==> config.mk <==
export PLATFORM = sky130hd
export DESIGN_NAME = cave_automaton_row_smoother
export DESIGN_NICKNAME = d
export VERILOG_FILES = /design/src/cars_pkg.sv /design/src/cars_smoother.sv /design/src/cave_automaton_row_smoother.sv
export SDC_FILE = /design/constraint.sdc
export NUM_CORES = 2
export LEC_CHECK = 0
export BUFFER_PORTS_ARGS = -buffer_cell sky130_fd_sc_hd__buf_4
export CORE_AREA = 10 10 430 432
export DETAILED_ROUTE_END_ITERATION = 6
export DIE_AREA = 0 0 440 442
export GPL_TIMING_DRIVEN = 0
export MAX_ROUTING_LAYER = met4
export PLACE_DENSITY = 0.48
export SLEW_MARGIN = 10
export SYNTH_ARGS = -nofsm -noshare
export SYNTH_HDL_FRONTEND = slang
export SYNTH_SLANG_ARGS = --single-unit
==> constraint.sdc <==
create_clock -name aclk -period 16.2 [get_ports aclk]
set_input_delay 3.24 -clock aclk [delete_from_list [all_inputs] [get_ports aclk]]
set_output_delay 3.24 -clock aclk [all_outputs]
set_load 0.1 [all_outputs]
==> src/cars_pkg.sv <==
`default_nettype none
package cars_pkg;

    // Fixed widths of the row and register fields
    localparam int ROW_W     = 64;
    localparam int WIDTH_W   = 7;
    localparam int THRESH_W  = 4;
    localparam int CNT_W     = 4;
    localparam int CFG_IDX_W = 2;
    localparam int CFG_DATA_W = 7;

    // Largest map width supported by default
    localparam int MAX_WIDTH_DEF = 64;

    // Register indexes on the configuration port
    localparam logic [CFG_IDX_W-1:0] REG_MAP_WIDTH   = 2'd0;
    localparam logic [CFG_IDX_W-1:0] REG_WALL_KEEP   = 2'd1;
    localparam logic [CFG_IDX_W-1:0] REG_FLOOR_FILL  = 2'd2;

    // Register reset values
    localparam logic [WIDTH_W-1:0]  MAP_WIDTH_RST  = 7'd64;
    localparam logic [THRESH_W-1:0] WALL_KEEP_RST  = 4'd4;
    localparam logic [THRESH_W-1:0] FLOOR_FILL_RST = 4'd5;

    // Settings the smoother needs for one row
    typedef struct packed {
        logic [WIDTH_W-1:0]  map_width;
        logic [THRESH_W-1:0] wall_keep;
        logic [THRESH_W-1:0] floor_fill;
    } smooth_cfg_t;

endpackage
`default_nettype wire

==> src/cars_smoother.sv <==
`default_nettype none
module cars_smoother #(
    parameter int MAX_WIDTH = cars_pkg::MAX_WIDTH_DEF
) (
    input  wire logic [cars_pkg::ROW_W-1:0] up_row,
    input  wire logic                       up_inside,
    input  wire logic [cars_pkg::ROW_W-1:0] mid_row,
    input  wire logic [cars_pkg::ROW_W-1:0] down_row,
    input  wire logic                       down_inside,
    input  wire cars_pkg::smooth_cfg_t      cfg,
    output logic      [cars_pkg::ROW_W-1:0] new_row
);
    import cars_pkg::*;

    localparam logic [WIDTH_W-1:0] MAX_W = WIDTH_W'(MAX_WIDTH);

    logic [WIDTH_W-1:0] eff_w;
    logic [ROW_W-1:0]   col_inside;
    logic [ROW_W+1:0]   up_ext;
    logic [ROW_W+1:0]   mid_ext;
    logic [ROW_W+1:0]   down_ext;

    // Clamp the width into 1..MAX_WIDTH
    always_comb begin
        if (cfg.map_width == '0) begin
            eff_w = WIDTH_W'(1);
        end else if (cfg.map_width > MAX_W) begin
            eff_w = MAX_W;
        end else begin
            eff_w = cfg.map_width;
        end
    end

    // Rows padded by one column each side; anything outside the map reads as wall
    assign up_ext[0]         = 1'b1;
    assign up_ext[ROW_W+1]   = 1'b1;
    assign mid_ext[0]        = 1'b1;
    assign mid_ext[ROW_W+1]  = 1'b1;
    assign down_ext[0]       = 1'b1;
    assign down_ext[ROW_W+1] = 1'b1;

    for (genvar c = 0; c < ROW_W; c++) begin : g_cell
        logic [CNT_W-1:0] cnt;
        logic             becomes;

        assign col_inside[c]  = (WIDTH_W'(c) < eff_w);
        assign up_ext[c+1]    = !up_inside | !col_inside[c] | up_row[c];
        assign mid_ext[c+1]   = !col_inside[c] | mid_row[c];
        assign down_ext[c+1]  = !down_inside | !col_inside[c] | down_row[c];

        // Moore neighbourhood wall count
        assign cnt = CNT_W'(up_ext[c])   + CNT_W'(up_ext[c+1])   + CNT_W'(up_ext[c+2])
                   + CNT_W'(down_ext[c]) + CNT_W'(down_ext[c+1]) + CNT_W'(down_ext[c+2])
                   + CNT_W'(mid_ext[c])  + CNT_W'(mid_ext[c+2]);

        assign becomes    = mid_row[c] ? (cnt >= cfg.wall_keep) : (cnt >= cfg.floor_fill);
        assign new_row[c] = col_inside[c] & becomes;
    end

endmodule
`default_nettype wire

==> src/cave_automaton_row_smoother.sv <==
`default_nettype none
// Row smoother for a cave wall map: one generation of the Moore-neighbourhood
// cave automaton, one row per input beat, bit c set meaning wall. A row is
// accepted every cycle while the output queue has two free slots; its result
// (the smoothed row above it) enters a four-entry output queue at the edge
// that accepts the row and reaches the m_ side once earlier beats have left.
// A row marked final_row yields the held row, when there is one, followed by
// itself, the last beat flagged frame_done; the first row of a map yields
// nothing unless it is also final, and then gives a single beat. With m_ready
// held high the block sustains one row per cycle; the queue depth sets how far
// a stalled consumer can fall behind before s_ready drops. Configuration
// writes are taken in any cycle and should be made while no map is in flight.
module cave_automaton_row_smoother #(
    parameter int MAX_WIDTH = cars_pkg::MAX_WIDTH_DEF
) (
    input  wire logic                            aclk,
    input  wire logic                            aresetn,
    // row input
    input  wire logic                            s_valid,
    output logic                                 s_ready,
    input  wire logic [cars_pkg::ROW_W-1:0]      s_row_cells,
    input  wire logic                            s_final_row,
    // row output
    output logic                                 m_valid,
    input  wire logic                            m_ready,
    output logic      [cars_pkg::ROW_W-1:0]      m_new_row_cells,
    output logic                                 m_frame_done,
    // configuration writes
    input  wire logic                            cfg_valid,
    output logic                                 cfg_ready,
    input  wire logic [cars_pkg::CFG_IDX_W-1:0]  cfg_index,
    input  wire logic [cars_pkg::CFG_DATA_W-1:0] cfg_data
);
    import cars_pkg::*;

    localparam int QDEPTH = 4;
    localparam int QPTR_W = 2;
    localparam int QCNT_W = 3;

    logic [WIDTH_W-1:0]  map_width_reg;
    logic [THRESH_W-1:0] wall_keep_reg;
    logic [THRESH_W-1:0] floor_fill_reg;
    smooth_cfg_t         cfg;

    logic [ROW_W-1:0] row_above_reg,  row_above_next;
    logic [ROW_W-1:0] row_middle_reg, row_middle_next;
    logic             above_present_reg, above_present_next;
    logic             middle_present_reg, middle_present_next;

    logic [ROW_W-1:0] res_upper;
    logic [ROW_W-1:0] res_final;
    logic [ROW_W-1:0] flush_above;

    logic [ROW_W-1:0]  q_rows_reg [QDEPTH];
    logic              q_done_reg [QDEPTH];
    logic [QPTR_W-1:0] q_wr_reg, q_wr_next;
    logic [QPTR_W-1:0] q_rd_reg, q_rd_next;
    logic [QCNT_W-1:0] q_cnt_reg, q_cnt_next;

    logic in_beat;
    logic out_beat;
    logic push_upper;
    logic push_final;
    logic [QPTR_W-1:0] final_slot;

    assign in_beat  = s_valid & s_ready;
    assign out_beat = m_valid & m_ready;

    // Configuration registers
    assign cfg_ready = 1'b1;

    always_ff @(posedge aclk) begin
        if (!aresetn) begin
            map_width_reg  <= MAP_WIDTH_RST;
            wall_keep_reg  <= WALL_KEEP_RST;
            floor_fill_reg <= FLOOR_FILL_RST;
        end else if (cfg_valid && cfg_ready) begin
            case (cfg_index)
                REG_MAP_WIDTH:  map_width_reg  <= cfg_data;
                REG_WALL_KEEP:  wall_keep_reg  <= cfg_data[THRESH_W-1:0];
                REG_FLOOR_FILL: floor_fill_reg <= cfg_data[THRESH_W-1:0];
                default: ;
            endcase
        end
    end

    assign cfg.map_width  = map_width_reg;
    assign cfg.wall_keep  = wall_keep_reg;
    assign cfg.floor_fill = floor_fill_reg;

    // Held row, with the incoming row as its lower neighbour
    cars_smoother #(.MAX_WIDTH(MAX_WIDTH)) u_smooth_upper (
        .up_row      (row_above_reg),
        .up_inside   (above_present_reg),
        .mid_row     (row_middle_reg),
        .down_row    (s_row_cells),
        .down_inside (1'b1),
        .cfg         (cfg),
        .new_row     (res_upper)
    );

    // Incoming row as the last of the map, bottom border below it
    assign flush_above = middle_present_reg ? row_middle_reg : '0;

    cars_smoother #(.MAX_WIDTH(MAX_WIDTH)) u_smooth_final (
        .up_row      (flush_above),
        .up_inside   (middle_present_reg),
        .mid_row     (s_row_cells),
        .down_row    ('0),
        .down_inside (1'b0),
        .cfg         (cfg),
        .new_row     (res_final)
    );

    // Row window update
    always_comb begin
        row_above_next      = row_above_reg;
        row_middle_next     = row_middle_reg;
        above_present_next  = above_present_reg;
        middle_present_next = middle_present_reg;
        if (in_beat) begin
            if (s_final_row) begin
                row_above_next      = '0;
                row_middle_next     = '0;
                above_present_next  = 1'b0;
                middle_present_next = 1'b0;
            end else begin
                row_above_next      = flush_above;
                row_middle_next     = s_row_cells;
                above_present_next  = middle_present_reg;
                middle_present_next = 1'b1;
            end
        end
    end

    always_ff @(posedge aclk) begin
        if (!aresetn) begin
            above_present_reg  <= 1'b0;
            middle_present_reg <= 1'b0;
        end else begin
            above_present_reg  <= above_present_next;
            middle_present_reg <= middle_present_next;
        end
    end

    always_ff @(posedge aclk) begin
        row_above_reg  <= row_above_next;
        row_middle_reg <= row_middle_next;
    end

    // Output queue: up to two beats in, one beat out per cycle while m_ready is high
    assign push_upper = in_beat & middle_present_reg;
    assign push_final = in_beat & s_final_row;
    assign final_slot = push_upper ? q_wr_reg + QPTR_W'(1) : q_wr_reg;

    assign s_ready = (q_cnt_reg <= QCNT_W'(QDEPTH - 2));
    assign m_valid = (q_cnt_reg != '0);
    assign m_new_row_cells = q_rows_reg[q_rd_reg];
    assign m_frame_done    = q_done_reg[q_rd_reg];

    always_comb begin
        q_wr_next  = q_wr_reg + QPTR_W'(push_upper) + QPTR_W'(push_final);
        q_rd_next  = q_rd_reg + QPTR_W'(out_beat);
        q_cnt_next = q_cnt_reg + QCNT_W'(push_upper) + QCNT_W'(push_final)
                   - QCNT_W'(out_beat);
    end

    always_ff @(posedge aclk) begin
        if (!aresetn) begin
            q_wr_reg  <= '0;
            q_rd_reg  <= '0;
            q_cnt_reg <= '0;
        end else begin
            q_wr_reg  <= q_wr_next;
            q_rd_reg  <= q_rd_next;
            q_cnt_reg <= q_cnt_next;
        end
    end

    always_ff @(posedge aclk) begin
        if (push_upper) begin
            q_rows_reg[q_wr_reg] <= res_upper;
            q_done_reg[q_wr_reg] <= 1'b0;
        end
        if (push_final) begin
            q_rows_reg[final_slot] <= res_final;
            q_done_reg[final_slot] <= 1'b1;
        end
    end

endmodule
`default_nettype wire

### Word-level counts from Yosys, hierarchy flattened

Memory sizes are Yosys's and may differ from the RTL's. A register that Yosys moved wholly into a read port is not among the register bits.
Cells that the tools add are included.

* register bits after elaboration: 152
* bits in writable memories: 260
* output and inout bits: 68
* word-level logic and storage cells: 1967
* memories: 2

* $add $sub $neg: 903
* magnitude comparators: 322
* equality and inequality tests: 2
* multiplexer cells: 140
* bitwise logic cells: 516
* reduce and logical (&&, ||, !) cells: 72

Memory list
* q_rows_reg: depth 4, width 64, rd ports 1, clocked after memory_dff 1, wr ports 2, RTL line cave_automaton_row_smoother.sv:54 `logic [ROW_W-1:0] q_rows_reg [QDEPTH];`
* q_done_reg: depth 4, width 1, rd ports 1, clocked after memory_dff 1, wr ports 2, RTL line cave_automaton_row_smoother.sv:55 `logic q_done_reg [QDEPTH];`

Operator list (count)
* adder 4 x 1 -> 4 bit: 568
* >= comparator 4 bit: 256
* adder 4 x 1 -> 4 bit, second input constant: 200
* bitwise OR 1 bit: 384
* adder 1 x 1 -> 2 bit: 126
* < comparator 6 x 7 -> 1 bit, first input constant: 32
* two-way mux 1 bit: 134
* AND 1 bit: 132
* < comparator 5 x 7 -> 1 bit, first input constant: 16
* zero test 1 bit: 66
* two-way mux 64 bit: 1
* < comparator 4 x 7 -> 1 bit, first input constant: 8
* < comparator 3 x 7 -> 1 bit, first input constant: 4
* < comparator 1 x 7 -> 1 bit, first input constant: 2
* < comparator 2 x 7 -> 1 bit, first input constant: 2
* two-way mux 7 bit: 2
* greater-than comparator 7 bit, second input constant: 1
* zero test 7 bit: 1
* adder 2 x 1 -> 2 bit: 3
* adder 3 x 1 -> 3 bit: 2
* two-way mux 2 bit: 3
* AND reduction 2 bit: 3
* adder 1 x 1 -> 2 bit, first input constant: 2
* <= comparator 3 x 2 -> 1 bit, second input constant: 1
* 6 further kinds: 6

### Depth between registers and ports, before layout

* depth in word-level cells: 17
* gate-level depth with buffers: 22
* gate-level depth less buffers: 20

### Modules after synthesis

From an unflattened synthesis, not the netlist that was laid out.

* cells, all modules: 6525
* area total of the unflattened synthesis: 66027.1 um^2

Modules (own cells, without submodules)
* cars_smoother (u_smooth_upper): instances 1, cells an instance 2710, area an instance 23462.5 um^2, seq. area each 0.0 um^2
* cars_smoother (u_smooth_final): instances 1, cells an instance 2709, area an instance 23452.5 um^2, seq. area each 0.0 um^2
* cave_automaton_row_smoother: instances 1, cells an instance 1106, area an instance 19112.1 um^2, seq. area each 12091.6 um^2

### Worst setup path after synthesis

OpenSTA, ideal clock, no wires.

* kind: input port to flip-flop
* from: input port s_valid
* to: memory q_rows_reg[0][0] (enable)
* library setup time: 0.575 ns
* arrival time: 11.719 ns
* required time: 15.625 ns
* path slack: 3.906 ns
* stages: 3
* path buffers: 0
* cells stage by stage: o21a_1 nand2_1 o21ai_0

RTL lines
* from (decl): RTL line cave_automaton_row_smoother.sv:19 `input wire logic s_valid,`
* to (decl): RTL line cave_automaton_row_smoother.sv:54

==> flow_metrics.tcl <==
set metrics [dict create \
    status "finished clean" \
    antenna_left 0 \
    skew_ns 0.0256 \
    worstPathArrival_ns 7.77 \
    power_leakage_nw 32.2 \
    required_ns 16.55 \
    vias 46700 \
    powerDensity_nw_per_um2 160 \
    grt_pass1_vias 47700 \
    p_sw_share_pct 49.3 \
    min_period_ns 7.42 \
    io_buffers 145 \
    synth.top_cell.area_share_pct 30.2 \
    area_growth_pct 12.0 \
    synthAdderAreaFrac_pct 42.6 \
    ys_types 86 \
    post_cts_buffers 0 \
    synth_edf_count 384 \
    synthArstFlopShare_pct 0 \
    maxCapViolCount 0 \
    start_kind "flop" \
    ys_ff_latch 412 \
    synth.avg_cell_area_um2 9.75 \
    ys_seq_area_share_pct 19.8 \
    cts-root-buf "clkbuf_16" \
    synth_top_family_by_area "adder cells" \
    top_usage_layer "met2" \
    clockPowerShare_pct 13.2 \
    drt-pass1-iter-count 5 \
    antenna_found_initial 10 \
    grt_pass1_wl_um 318000 \
    met3_usage_pct 2.91 \
    routabilityCongestion 0.863 \
    cts_tree "done" \
    cts_resized 0 \
    syn_inst 6272 \
    use_met2_pct 37.3 \
    comb_power_share_pct 71.8 \
    synth.area.mux_share_pct 5.49 \
    vias_per_cell 5.24 \
    worstPathMaxFanout 10 \
    rows 154 \
    grt_util_met1_pct 27.9 \
    yosys.area.top_type "ha_1" \
    wl_um 215000 \
    synth_compound_area_share_pct 11.9 \
    synth_flop_cell "edfxtp_1" \
    overflow 0 \
    max-clock-path-buffers 3 \
    cts_buffers 57 \
    die_area_um2 194000 \
    hold_class "flop to flop" \
    share_seq_of_total_power_pct 15.1 \
    core_area_um2 176000 \
    synth_area_um2 61200 \
    max_freq_mhz 135 \
    synth.area.top_cells "ha_1, edfxtp_1, fa_1, inv_1, o21ai_0" \
    clkLatencyLatePin_ns 0.68 \
    slew_headroom_pct 10.8 \
    start_util_pct 34.8 \
    drc 0 \
    dp_hpwl_um 161000 \
    cts_hold_buf 0 \
    drv_slew 0 \
    tns_ns 0 \
    syn_nets 8207 \
    n_fill_cell 17600 \
    grt_max_degree 71 \
    ir_drop_v 0.0000963 \
    final_cell_area_um2 68500 \
    fin_nets 8457 \
    grt_usage_pct 22.4 \
    yosys.area_share.simple_pct 10.4 \
    placed_area_um2 66400 \
    internal_power_mw 5.55 \
    die_w_um 440 \
    ys_warn_count 0 \
    largest_reg_flops 256 \
    fin_crit_sh_pct 45.8 \
    cts_sinks 412 \
    hold_ws_ns 0.472 \
    worstMarginPinSlew_ns 1.34 \
    synthXorXnorAreaFrac_pct 1.85 \
    htreeDepth 2 \
    setup.worst_path.class "flop to flop" \
    setup_violations 0 \
    wl_per_cell_um 24.1 \
    hold_violations 0 \
    drive_gt1_share_pct 8.04 \
    drt_iter0_drc 2892 \
    crit_path_end_kind "flop" \
    clk_pin_slew_ns 0.06 \
    num_io_pins 147 \
    die-height_um 442 \
    rsz0062_at_grt "no" \
    p_sw_mw 5.40 \
]
==> routing by layer <==
layer	routed length, µm	share of wire, %
met1	93300	43
met4	8790	4.1
met5	0	0
met3	10200	4.8
met2	103000	48
==> power by group through the flow <==
| stage | sequential, mW | combinational (mW) | clock, mW |
|---|---|---|---|
| after floorplan | 1.66 | 5.81 | 0 |
| after global placement | 1.75 | 7.54 | 0 |
| after detailed placement | 1.67 | 7.87 | 0 |
| after CTS | 1.65 | 7.93 | 1.47 |
| after global routing | 1.67 | 9.09 | 1.50 |
| final | 1.65 | 7.86 | 1.44 |
==> worst paths after layout <==
kind	start	to	slack, ns	depth (start not counted)
setup / recovery	above_present_reg$_SDFFE_PN0P_	q_rows_reg[3][30]$_DFFE_PP_	8.78	15
hold / removal	q_done_reg[2]$_DFF_P_	q_done_reg[2]$_DFF_P_	0.47	2
setup reg to reg	above_present_reg$_SDFFE_PN0P_	q_rows_reg[3][30]$_DFFE_PP_	8.78	15
hold reg to reg	q_done_reg[2]$_DFF_P_	q_done_reg[2]$_DFF_P_	0.47	2
==> synthesized netlist by cell type (9+ instances only) <==
master and instances:
nand4_1 10, or2_2 24, a21oi_1 185, o311ai_0 57, nor2b_1 190, a211oi_1 95
nand3b_1 29, a21o_1 10, a22o_1 62, nand2_1 258, o22ai_1 64, nand2b_1 160
o311ai_1 12, edfxtp_1 384, o21ai_0 471, inv_1 1126, o21ai_1 9, mux4_2 65
mux2i_1 189, nor3_1 32, and2_1 78, nor3b_1 36, ha_1 1475, nor2_1 293
o21a_1 91, o32ai_1 34, xnor2_1 128, clkbuf_1 34, buf_4 16, buf_2 67
nand3_1 23, or3_1 33, fa_1 381, dfxtp_1 28
==> cell type report <==
| cell class | count | area, µm² | share of cell area, % |
|---|---|---|---|
| Multi-Input combinational cell | 4608 | 44300 | 64.6 |
| Sequential cell | 412 | 12100 | 17.7 |
| Inverter | 1127 | 4280 | 6.24 |
| Tap cell | 2340 | 2930 | 4.28 |
| Timing Repair Buffer | 191 | 2220 | 3.24 |
| Clock buffer | 65 | 1500 | 2.19 |
| Buffer | 125 | 658 | 0.961 |
| Clock inverter | 40 | 539 | 0.787 |
| Antenna cell | 6 | 15.0 | 0.0219 |
==> cells by family (layout without fill, tap and decap cells) <==
| group | after synthesis | in the layout |
|---|---|---|
| simple gates | 1213 | 1213 |
| buf+inv | 1252 | 1548 |
| flops | 412 | 412 |
| compound gates | 1155 | 1155 |
| other cells | 1 | 7 |
| fa+ha+maj | 1856 | 1856 |
| mux | 254 | 254 |
| xor+xnor | 129 | 129 |
==> cell usage in the layout (no fill, tap or decap), types with 36 or more instances in the layout <==
master / n
buf_2: 73
nor2_1: 293
mux2i_1: 189
and2_1: 78
nor3b_1: 36
ha_1: 1475
mux4_2: 65
nor2b_1: 190
o311ai_0: 51
o21ai_0: 466
o21a_1: 90
o22ai_1: 64
xnor2_1: 128
nand2_1: 258
buf_4: 161
a22o_1: 62
nand2b_1: 160
a21oi_1: 185
fa_1: 381
clkbuf_16: 59
inv_1: 1120
edfxtp_1: 384
a211oi_1: 95
==> per-stage QoR <==
stage | utilization (%) | instances | total power, mW | setup slack, ns
detailed placement | 37.8 | 8803 | 9.54 | 8.37
finish | 39.0 | 8914 | 11.0 | 8.78
floorplan | - | 6272 | 7.48 | 3.91
global placement | 37.1 | 8757 | 9.28 | -8.40
CTS | 39.0 | 8908 | 11.0 | 8.74
global route | 39.0 | 8912 | 12.3 | 8.54
==> worst max-delay path, cell delays in order, from the launching register on <==
cell      delay [ns]
dfxtp_1         0.90
clkbuf_1        0.72
clkbuf_1        1.00
nand3b_1        0.40
ha_1            0.42
inv_1           0.05
fa_1            0.55
fa_1            0.43
fa_1            0.45
fa_1            0.39
xnor2_1         0.23
ha_1            0.27
o21ai_0         0.15
a21oi_1         0.06
o311ai_0        0.87
mux2i_1         0.19
Note: power is estimated with default switching activity, not from simulation.
